$ cat config.mk
export PLATFORM = sky130hd
export DESIGN_NAME = i2c_register_master
export DESIGN_NICKNAME = d
export VERILOG_FILES = /design/src/rtl/core/i2crm_pkg.sv /design/src/rtl/core/i2crm_step.sv /design/src/rtl/core/i2c_register_master.sv
export VERILOG_INCLUDE_DIRS = /design/src /design/src/rtl/core
export SDC_FILE = /design/constraint.sdc
export NUM_CORES = 1
export LEC_CHECK = 0
export ABC_AREA = 1
export BUFFER_PORTS_ARGS = -buffer_cell sky130_fd_sc_hd__buf_2
export CAP_MARGIN = 20
export CORE_UTILIZATION = 40
export DETAILED_ROUTE_END_ITERATION = 12
export GPL_TIMING_DRIVEN = 0
export PLACE_DENSITY_LB_ADDON = 0.05
export SETUP_SLACK_MARGIN = 0.05
export SLEW_MARGIN = 20
export SYNTH_ARGS = -nofsm -noshare
export SYNTH_HDL_FRONTEND = slang
export SYNTH_SLANG_ARGS = --single-unit
export TNS_END_PERCENT = 20
$ cat constraint.sdc
create_clock -name clock -period 4.05 [get_ports clock]
set_clock_uncertainty 0.1 [all_clocks]
set_input_delay 0.405 -clock clock [delete_from_list [all_inputs] [get_ports clock]]
set_output_delay 0.405 -clock clock [all_outputs]
set_load 0.1 [all_outputs]
$ cat src/rtl/core/i2c_register_master_macros.svh
// Assertion macros used by the top level of the register-access I2C master RTL.
`ifndef I2C_REGISTER_MASTER_MACROS_SVH
`define I2C_REGISTER_MASTER_MACROS_SVH

`ifndef ASSERT_OFF

// Same-cycle implication, disabled while reset is high.
`define I2CRM_ASSERT_IMPLY(label, clk, rst, ante, cons) \
   label: assert property (@(posedge clk) disable iff (rst) (ante) |-> (cons)) \
      else $error("%m: implication check failed");

// Next-cycle implication, disabled while reset is high.
`define I2CRM_ASSERT_NEXT(label, clk, rst, ante, cons) \
   label: assert property (@(posedge clk) disable iff (rst) (ante) |=> (cons)) \
      else $error("%m: next-cycle check failed");

`else

`define I2CRM_ASSERT_IMPLY(label, clk, rst, ante, cons)
`define I2CRM_ASSERT_NEXT(label, clk, rst, ante, cons)

`endif

`endif

$ cat src/rtl/core/i2crm_pkg.sv
// Types and constants of the register-access I2C master.
`default_nettype none

package i2crm_pkg;

   // Command codes.
   localparam logic [2:0] OP_NONE  = 3'd0;
   localparam logic [2:0] OP_READ  = 3'd1;
   localparam logic [2:0] OP_WRITE = 3'd2;
   localparam logic [2:0] OP_BLOCK = 3'd3;
   localparam logic [2:0] OP_PROBE = 3'd4;

   // Bus item codes, the upper half of the phase.
   localparam logic [2:0] IT_START1 = 3'd0;
   localparam logic [2:0] IT_ADDRW  = 3'd1;
   localparam logic [2:0] IT_REG    = 3'd2;
   localparam logic [2:0] IT_VALUE  = 3'd3;
   localparam logic [2:0] IT_START2 = 3'd4;
   localparam logic [2:0] IT_ADDRR  = 3'd5;
   localparam logic [2:0] IT_RX     = 3'd6;
   localparam logic [2:0] IT_STOP   = 3'd7;

   localparam logic [5:0] PH_IDLE = 6'd63;

   localparam logic [3:0] BITS_PER_BYTE = 4'd8;
   localparam logic [3:0] BIT_ACKED     = 4'd8;
   localparam logic [3:0] BIT_NACKED    = 4'd9;

   localparam logic [15:0] DELAY_RESET = 16'd2;

   // One input transaction: a timing tick with pin samples and a command.
   typedef struct packed {
      logic       scl_in;
      logic       sda_in;
      logic [7:0] byte_count;
      logic [7:0] write_value;
      logic [7:0] reg_addr;
      logic [6:0] dev_addr;
      logic [2:0] op;
   } req_type;

   // One result transaction.
   typedef struct packed {
      logic       status;
      logic       done_res;
      logic       rx_last;
      logic [7:0] rx_byte;
      logic       rx_valid;
      logic       busy_res;
      logic       sda_pull_low;
      logic       scl_pull_low;
   } rsp_type;

   // Sequencer state.
   typedef struct packed {
      logic [5:0]  phase;
      logic [15:0] tick_count;
      logic [3:0]  bit_index;
      logic [7:0]  shift_byte;
      logic [7:0]  bytes_left;
      logic [2:0]  op;
      logic [6:0]  dev_addr;
      logic [7:0]  reg_addr;
      logic [7:0]  write_value;
      logic        scl_drive;
      logic        sda_drive;
   } mst_state_type;

endpackage

`default_nettype wire

$ cat src/rtl/core/i2crm_step.sv
// Next-state and result logic of the I2C master sequencer for one tick.
`default_nettype none

module i2crm_step
   import i2crm_pkg::*;
(
   input  mst_state_type cur_state,
   input  req_type       req,
   input  logic [15:0]   delay_ticks,
   output mst_state_type nxt_state,
   output rsp_type       rsp
);

   // Enter a segment: set the phase, restart the tick count, change the drives.
   function automatic mst_state_type enter_seg(input mst_state_type s,
                                               input logic [2:0] item,
                                               input logic [2:0] seg);
      mst_state_type r;
      r = s;
      r.phase = {item, seg};
      r.tick_count = 16'd1;
      case (item)
         IT_START1, IT_START2: begin
            case (seg)
               3'd0: r.sda_drive = 1'b0;
               3'd1: r.scl_drive = 1'b0;
               3'd2: r.sda_drive = 1'b1;
               default: r.scl_drive = 1'b1;
            endcase
         end
         IT_RX: begin
            case (seg)
               3'd0: begin
                  r.sda_drive = 1'b0;
                  r.scl_drive = 1'b0;
               end
               3'd3: r.scl_drive = 1'b1;
               3'd4: begin
                  r.sda_drive = (s.bytes_left > 8'd1);
                  r.scl_drive = 1'b0;
               end
               3'd5: begin
                  r.scl_drive = 1'b1;
                  r.sda_drive = 1'b0;
               end
               default: ;
            endcase
         end
         IT_STOP: begin
            case (seg)
               3'd0: r.sda_drive = 1'b1;
               3'd1: r.scl_drive = 1'b0;
               default: r.sda_drive = 1'b0;
            endcase
         end
         default: begin
            case (seg)
               3'd0: r.sda_drive = ~s.shift_byte[7];
               3'd1: r.scl_drive = 1'b0;
               3'd2: r.scl_drive = 1'b1;
               3'd3: begin
                  r.sda_drive = 1'b0;
                  r.scl_drive = 1'b0;
               end
               default: r.scl_drive = 1'b1;
            endcase
         end
      endcase
      return r;
   endfunction

   // Load a byte for transmission and enter its first bit.
   function automatic mst_state_type start_tx(input mst_state_type s,
                                              input logic [2:0] item,
                                              input logic [7:0] value);
      mst_state_type r;
      r = s;
      r.shift_byte = value;
      r.bit_index = '0;
      return enter_seg(r, item, 3'd0);
   endfunction

   // Return to idle at the end of a command.
   function automatic mst_state_type finish_cmd(input mst_state_type s);
      mst_state_type r;
      r = s;
      r.phase = PH_IDLE;
      r.tick_count = '0;
      r.bit_index = '0;
      return r;
   endfunction

   logic [2:0] item;
   logic [2:0] seg;
   logic [3:0] bit_inc;
   logic [7:0] left_dec;
   logic [7:0] shift_in;

   assign item     = cur_state.phase[5:3];
   assign seg      = cur_state.phase[2:0];
   assign bit_inc  = cur_state.bit_index + 4'd1;
   assign left_dec = cur_state.bytes_left - 8'd1;
   assign shift_in = {cur_state.shift_byte[6:0], req.sda_in};

   // Sequencer: command intake while idle, otherwise count ticks and advance.
   always_comb begin
      nxt_state = cur_state;
      rsp = '0;
      if (cur_state.phase == PH_IDLE) begin
         if (req.op inside {OP_READ, OP_WRITE, OP_BLOCK, OP_PROBE}) begin
            nxt_state.op = req.op;
            nxt_state.dev_addr = req.dev_addr;
            nxt_state.reg_addr = req.reg_addr;
            nxt_state.write_value = req.write_value;
            case (req.op)
               OP_READ:  nxt_state.bytes_left = 8'd1;
               OP_BLOCK: nxt_state.bytes_left = req.byte_count;
               default:  nxt_state.bytes_left = 8'd0;
            endcase
            nxt_state.bit_index = '0;
            nxt_state.shift_byte = '0;
            nxt_state = enter_seg(nxt_state, IT_START1, 3'd0);
         end
      end else if (item == IT_RX && seg == 3'd0) begin
         // The slave may stretch the clock before a received bit.
         if (req.scl_in) begin
            nxt_state = enter_seg(cur_state, IT_RX, 3'd1);
         end
      end else if (cur_state.tick_count < delay_ticks) begin
         nxt_state.tick_count = cur_state.tick_count + 16'd1;
      end else begin
         unique case (item)
            IT_START1, IT_START2: begin
               if (seg < 3'd3) begin
                  nxt_state = enter_seg(cur_state, item, seg + 3'd1);
               end else if (item == IT_START1) begin
                  nxt_state = start_tx(cur_state, IT_ADDRW, {cur_state.dev_addr, 1'b0});
               end else begin
                  nxt_state = start_tx(cur_state, IT_ADDRR, {cur_state.dev_addr, 1'b1});
               end
            end
            IT_RX: begin
               case (seg)
                  3'd1: begin
                     nxt_state.shift_byte = shift_in;
                     nxt_state = enter_seg(nxt_state, IT_RX, 3'd2);
                  end
                  3'd2: nxt_state = enter_seg(cur_state, IT_RX, 3'd3);
                  3'd3: begin
                     nxt_state.bit_index = bit_inc;
                     nxt_state = enter_seg(nxt_state, IT_RX,
                                           (bit_inc < BITS_PER_BYTE) ? 3'd0 : 3'd4);
                  end
                  3'd4: nxt_state = enter_seg(cur_state, IT_RX, 3'd5);
                  3'd5: begin
                     rsp.rx_valid = 1'b1;
                     rsp.rx_byte = cur_state.shift_byte;
                     rsp.rx_last = (cur_state.bytes_left == 8'd1);
                     nxt_state.bytes_left = left_dec;
                     if (left_dec == 8'd0) begin
                        nxt_state.bit_index = BIT_ACKED;
                        nxt_state = enter_seg(nxt_state, IT_STOP, 3'd0);
                     end else begin
                        nxt_state.shift_byte = '0;
                        nxt_state.bit_index = '0;
                        nxt_state = enter_seg(nxt_state, IT_RX, 3'd0);
                     end
                  end
                  default: nxt_state.phase = PH_IDLE;
               endcase
            end
            IT_STOP: begin
               if (seg < 3'd2) begin
                  nxt_state = enter_seg(cur_state, IT_STOP, seg + 3'd1);
               end else if (seg == 3'd2) begin
                  rsp.done_res = 1'b1;
                  rsp.status = (cur_state.bit_index == BIT_NACKED);
                  nxt_state = finish_cmd(cur_state);
               end else begin
                  nxt_state.phase = PH_IDLE;
               end
            end
            IT_ADDRW, IT_REG, IT_VALUE, IT_ADDRR: begin
               case (seg)
                  3'd0: nxt_state = enter_seg(cur_state, item, 3'd1);
                  3'd1: nxt_state = enter_seg(cur_state, item, 3'd2);
                  3'd2: begin
                     nxt_state.shift_byte = {cur_state.shift_byte[6:0], 1'b0};
                     nxt_state.bit_index = bit_inc;
                     nxt_state = enter_seg(nxt_state, item,
                                           (bit_inc < BITS_PER_BYTE) ? 3'd0 : 3'd3);
                  end
                  3'd3: begin
                     // Acknowledge slot: a high data line is a missing acknowledge.
                     nxt_state.bit_index = req.sda_in ? BIT_NACKED : BIT_ACKED;
                     nxt_state = enter_seg(nxt_state, item, 3'd4);
                  end
                  3'd4: begin
                     if (cur_state.bit_index == BIT_NACKED && cur_state.op != OP_PROBE) begin
                        rsp.done_res = 1'b1;
                        rsp.status = 1'b1;
                        nxt_state = finish_cmd(cur_state);
                     end else if (item == IT_ADDRW) begin
                        if (cur_state.op == OP_PROBE) begin
                           nxt_state = enter_seg(cur_state, IT_STOP, 3'd0);
                        end else begin
                           nxt_state = start_tx(cur_state, IT_REG, cur_state.reg_addr);
                        end
                     end else if (item == IT_REG) begin
                        if (cur_state.op == OP_WRITE) begin
                           nxt_state = start_tx(cur_state, IT_VALUE, cur_state.write_value);
                        end else begin
                           nxt_state = enter_seg(cur_state, IT_START2, 3'd0);
                        end
                     end else if (item == IT_VALUE) begin
                        nxt_state = enter_seg(cur_state, IT_STOP, 3'd0);
                     end else if (cur_state.bytes_left == 8'd0) begin
                        nxt_state = enter_seg(cur_state, IT_STOP, 3'd0);
                     end else begin
                        nxt_state.shift_byte = '0;
                        nxt_state.bit_index = '0;
                        nxt_state = enter_seg(nxt_state, IT_RX, 3'd0);
                     end
                  end
                  default: nxt_state.phase = PH_IDLE;
               endcase
            end
         endcase
      end
      rsp.scl_pull_low = nxt_state.scl_drive;
      rsp.sda_pull_low = nxt_state.sda_drive;
      rsp.busy_res = (nxt_state.phase != PH_IDLE);
   end

endmodule

`default_nettype wire

$ cat src/rtl/core/i2c_register_master.sv
// Top level of the register-access I2C master with its stream ports.
`default_nettype none

`include "i2c_register_master_macros.svh"

// Open-drain I2C master for single-byte register reads and writes, block reads
// and address probes. Every request transaction is one bus timing tick carrying
// the sampled SCL and SDA levels and, while the master is idle, a command; every
// request yields exactly one response transaction with the new pin drives and
// the byte, done and status flags of that tick. The sequencer state advances in
// a single combinational pass per tick and the response sits in one output
// register, so a tick is taken every clock cycle while the response side keeps
// up; the output register holding an untaken response is the only stall.
// Bit timing is set by csr_wr_data, counted in ticks per segment.
module i2c_register_master
   import i2crm_pkg::*;
(
   input  logic        clock,
   input  logic        reset,
   // Tick stream.
   input  logic        req_tvalid,
   output logic        req_tready,
   // [2:0] op, [9:3] dev_addr, [17:10] reg_addr, [25:18] write_value,
   // [33:26] byte_count, [34] sda_in, [35] scl_in, [39:36] zero
   input  logic [39:0] req_tdata,
   // Result stream.
   output logic        rsp_tvalid,
   input  logic        rsp_tready,
   // [0] scl_pull_low, [1] sda_pull_low, [2] busy_res, [3] rx_valid,
   // [11:4] rx_byte, [12] done_res, [13] status, [15:14] zero
   output logic [15:0] rsp_tdata,
   // rx_last
   output logic        rsp_tlast,
   // Delay register write.
   input  logic        csr_wr_en,
   input  logic [15:0] csr_wr_data
);

   req_type       req;
   mst_state_type state_ff;
   mst_state_type state_in;
   rsp_type       rsp_in;
   rsp_type       rsp_ff;
   logic          rsp_valid_ff;
   logic [15:0]   delay_ff;
   logic          accept;

   assign req = req_tdata[35:0];

   // A tick is taken unless an untaken result blocks the output register.
   assign req_tready = ~rsp_valid_ff | rsp_tready;
   assign accept     = req_tvalid & req_tready;

   i2crm_step u_step (
      .cur_state   (state_ff),
      .req         (req),
      .delay_ticks (delay_ff),
      .nxt_state   (state_in),
      .rsp         (rsp_in)
   );

   // Delay register.
   always_ff @(posedge clock) begin
      if (reset) begin
         delay_ff <= DELAY_RESET;
      end else if (csr_wr_en) begin
         delay_ff <= csr_wr_data;
      end
   end

   // Sequencer state advances once per accepted tick.
   always_ff @(posedge clock) begin
      if (reset) begin
         state_ff <= '{phase: PH_IDLE, default: '0};
      end else if (accept) begin
         state_ff <= state_in;
      end
   end

   // Output register valid flag.
   always_ff @(posedge clock) begin
      if (reset) begin
         rsp_valid_ff <= 1'b0;
      end else if (accept) begin
         rsp_valid_ff <= 1'b1;
      end else if (rsp_tready) begin
         rsp_valid_ff <= 1'b0;
      end
   end

   // Output register payload.
   always_ff @(posedge clock) begin
      if (accept) begin
         rsp_ff <= rsp_in;
      end
   end

   assign rsp_tvalid = rsp_valid_ff;
   assign rsp_tdata  = {2'b00, rsp_ff.status, rsp_ff.done_res, rsp_ff.rx_byte,
                        rsp_ff.rx_valid, rsp_ff.busy_res, rsp_ff.sda_pull_low,
                        rsp_ff.scl_pull_low};
   assign rsp_tlast  = rsp_ff.rx_last;

   // A held result must never be overwritten by a new tick.
   `I2CRM_ASSERT_IMPLY(a_no_overwrite, clock, reset, rsp_valid_ff && !rsp_tready, !req_tready)

   // A last-byte mark only comes with a received byte.
   `I2CRM_ASSERT_IMPLY(a_last_has_byte, clock, reset, rsp_valid_ff && rsp_ff.rx_last,
                       rsp_ff.rx_valid)

   // A failure status only comes with completion, and completion leaves the master idle.
   `I2CRM_ASSERT_IMPLY(a_status_done, clock, reset, rsp_valid_ff && rsp_ff.status,
                       rsp_ff.done_res && !rsp_ff.busy_res)

   // Sequencer state only moves on an accepted tick.
   `I2CRM_ASSERT_NEXT(a_state_hold, clock, reset, !accept, state_ff == $past(state_ff))

endmodule

`default_nettype wire
==> results.cfg <==
[status]
status = complete, no violations

[timing]
max_freq_mhz = 303.2
fin_crit_ns = 3.298
rsz0062_at_grt = false
whs_ns = 0.1646
tightestPinTransition_ns = 0.8763
min_period_over_period = 0.8144
slew_headroom = 0.4145
finalHoldViolCount = 0
setup_viol = 0
maxSlewViolCount = 0
setup-tns-final_ns = 0

[power]
p_int_mw = 1.810
clockPowerShare = 0.292
combPwrFrac = 0.311
power.leakage_nw = 3.311
pwr_density_cell_nw_per_um2 = 391.7
vdd_drop_max_mv = 0.1897
pwr-share-seq = 0.397
power_switching_mw = 1.088
p_sw_frac = 0.3753

[clock_tree]
cts_resized = 0
clk_pin_slew_worst_paths_ns = 0.07
root_buffer = clkbuf_16
cts_setup_buffers = 0
cts_max_path_buffers = 2
cts_hold_buf = 0
cts_tree = built
clk-insertion-delay-late_ns = 0.36
clock-sinks = 102
numCtsBuffers = 9
htree_num_levels = 3

[setup_path]
crit_required_ns = 4.06
cp_data_arrival_time_ns = 3.31
r2r_setup_slack_ns = 0.75
crit_buf_inv = 1
cp-end-kind = register
critPathMaxFanout = 7
crit_slowest_cell = a21boi_1
cpPeakStageDelay_ns = 0.78
cp_top_family = compound AO/OA/AOI/OAI gates
r2r-start = state_ff[59]$_SDFFE_PP0P_
r2r_end = rsp_tdata[2]$_DFFE_PP_
critPathMostFrequentCell = nand2_1
cp_cell_sequence = ha_1, a21oi_1, o21ai_0, a21oi_1, a21boi_1, nand2_1, nand2_1, nand2_1, o21ai_0, nand2_1, inv_1, nand2_1
ff2ff_path_depth = 12
critPathLaunchType = register
path_class = reg2reg

[finish]
fill_cells = 1735
drive_gt1_frac = 0.1301
nets = 1147
antenna_cells = 0
finalInstanceArea_um2 = 7398
syn2layout_area_growth_pct = 13.97

[floorplanning]
die_area_um2 = 16740
die_x_um = 129.4
start_util = 0.4086
die_height_um = 129.4
core_um2 = 15890
rows = 46
pin_count = 80

[detailed_routing]
vias = 6570
via_per_inst = 5.145
drtIter0Drc = 475
postRouteAntennaNets = 0
dr.pass1.iters = 5
drc = 0
wl_um = 20270
wl_per_cell_um = 15.87

[yosys]
synthTopCellsByCount = nand2_1, nor2_1, inv_1
synthCells = 974
synth_cell_types = 50
seq_area_frac_synth = 0.3377
synth_top_cell_by_area = dfxtp_1
syn_avg_cell_area_um2 = 6.665
yosys_warnings = 0
synth_edf_count = 15
syn_area_um2 = 6491
yosysTopAreaCellShare = 0.2683
synth_top_cells_by_area = dfxtp_1, nand2_1, o21ai_0, a21oi_1, nor2_1
synth_ff_type = dfxtp_1
synthArstFlopShare = 0
ys_ff_latch = 102
yosysMostFrequentCell = nand2_1

[global_routing]
grtUsageTotal = 0.2540
overflow = 0
antenna_found_initial = 0
grt_pass1_wl_um = 32040
grt_max_degree = 25
grt_pass1_vias = 5795

[worst_hold_path]
min-delay-path-class = in2reg
min_from = req_tdata[22]
min_path_cells = 3
holdPathEnd = state_ff[6]$_SDFFE_PP0P_

[place]
dp_hpwl_um = 15900
port_buffers = 71
postPlaceCellArea_um2 = 7122
place_congestion = 0.9364

[flow_run]
maxCapViolations = 0
## cell type report
cell class / instances / area [µm²] / share of cell area
Sequential cell: 102 / 2192 / 0.2963
Clock buffer: 12 / 257.7 / 0.03484
Inverter: 129 / 484.2 / 0.06545
Multi-Input combinational cell: 709 / 3637 / 0.4916
Timing Repair Buffer: 71 / 355.3 / 0.04803
Clock inverter: 3 / 18.77 / 0.002537
Buffer: 35 / 182.7 / 0.02469
Tap cell: 216 / 270.3 / 0.03653
## flip-flops by register name, indices dropped and copies added (netlist names)
signal / flops
delay_ff: 16
state_ff: 70
rsp_tdata: 14
rsp_tlast: 1
rsp_tvalid: 1
## power groups by stage
stage	Sequential (mW)	Clock, mW	Combinational, mW
global route	1.16	0.900	1.01
detailed placement	1.17	0	0.892
global placement	1.17	0	0.895
finish	1.15	0.847	0.901
floorplan	1.23	0	0.583
CTS	1.15	0.864	0.895
## metrics by stage
stage	utilization	total power, mW	instances	setup WS (ns)
global route	0.4657	3.069	1277	0.4607
finish	0.4657	2.898	1277	0.7517
floorplan	-	1.812	975	0.8037
global placement	0.4483	2.066	1262	0.7027
detailed placement	0.4483	2.064	1262	0.7456
CTS	0.4657	2.909	1277	0.7339
## cells by family after synthesis
group / count (synthesis) / synth area share
XOR/XNOR: 13 / 0.01754
flip-flops: 102 / 0.3377
adder cells (fa/ha/maj): 29 / 0.05590
AND/OR/NAND/NOR: 428 / 0.2858
other: 1 / 0.0005777
AO/OA/AOI/OAI: 237 / 0.1999
buffers and inverters: 164 / 0.1025
## worst reg2reg max path: stages, from the launching register on
cell and delay [ns]:
dfxtp_1 0.47, ha_1 0.29, a21oi_1 0.13, o21ai_0 0.09
a21oi_1 0.42, a21boi_1 0.79, nand2_1 0.27, nand2_1 0.14
nand2_1 0.05, o21ai_0 0.12, nand2_1 0.09, inv_1 0.06
nand2_1 0.04
## worst max path at each step
stage / startpoint / end / slack [ns] / depth (start not counted)
global placement: state_ff[59]$_SDFFE_PP0P_ / rsp_tdata[2]$_DFFE_PP_ / 0.70 / 12
detailed placement: state_ff[59]$_SDFFE_PP0P_ / rsp_tdata[2]$_DFFE_PP_ / 0.75 / 12
CTS: state_ff[59]$_SDFFE_PP0P_ / rsp_tdata[2]$_DFFE_PP_ / 0.73 / 12
global route: state_ff[59]$_SDFFE_PP0P_ / rsp_tdata[2]$_DFFE_PP_ / 0.46 / 12
floorplan: rsp_tvalid$_SDFFE_PP0P_ / state_ff[42]$_SDFFE_PP0P_ / 0.80 / 11
finish: state_ff[59]$_SDFFE_PP0P_ / rsp_tdata[2]$_DFFE_PP_ / 0.75 / 12
## per-layer routing
| metal | share of wire | vias to the layer above | track usage | routed length, µm |
|---|---|---|---|---|
| met5 | 0 | - | 0 | 0 |
| met4 | 0.024 | 0 | 0.09758 | 480 |
| met3 | 0.059 | 31 | 0.04129 | 1196 |
| met2 | 0.41 | 220 | 0.3691 | 8350 |
| met1 | 0.51 | 2943 | 0.3720 | 10240 |
| li1 | - | 3376 | - | - |
## placed cells by master (no fill, tap or decap), drive strengths merged, types with 5 or more instances in the layout
cell type | netlist | final
nand4 | 15 | 15
ha | 29 | 29
a21oi | 96 | 96
nor2 | 132 | 132
o31ai | 5 | 5
dfxtp | 87 | 87
nand3 | 43 | 43
o21ai | 104 | 104
edfxtp | 15 | 15
nor4 | 9 | 9
nand2 | 215 | 215
o211ai | 9 | 9
xor2 | 12 | 12
inv | 127 | 128
buf | 16 | 87
nor3 | 11 | 11
clkbuf | 19 | 31
Note: power is estimated with default switching activity, not from simulation.
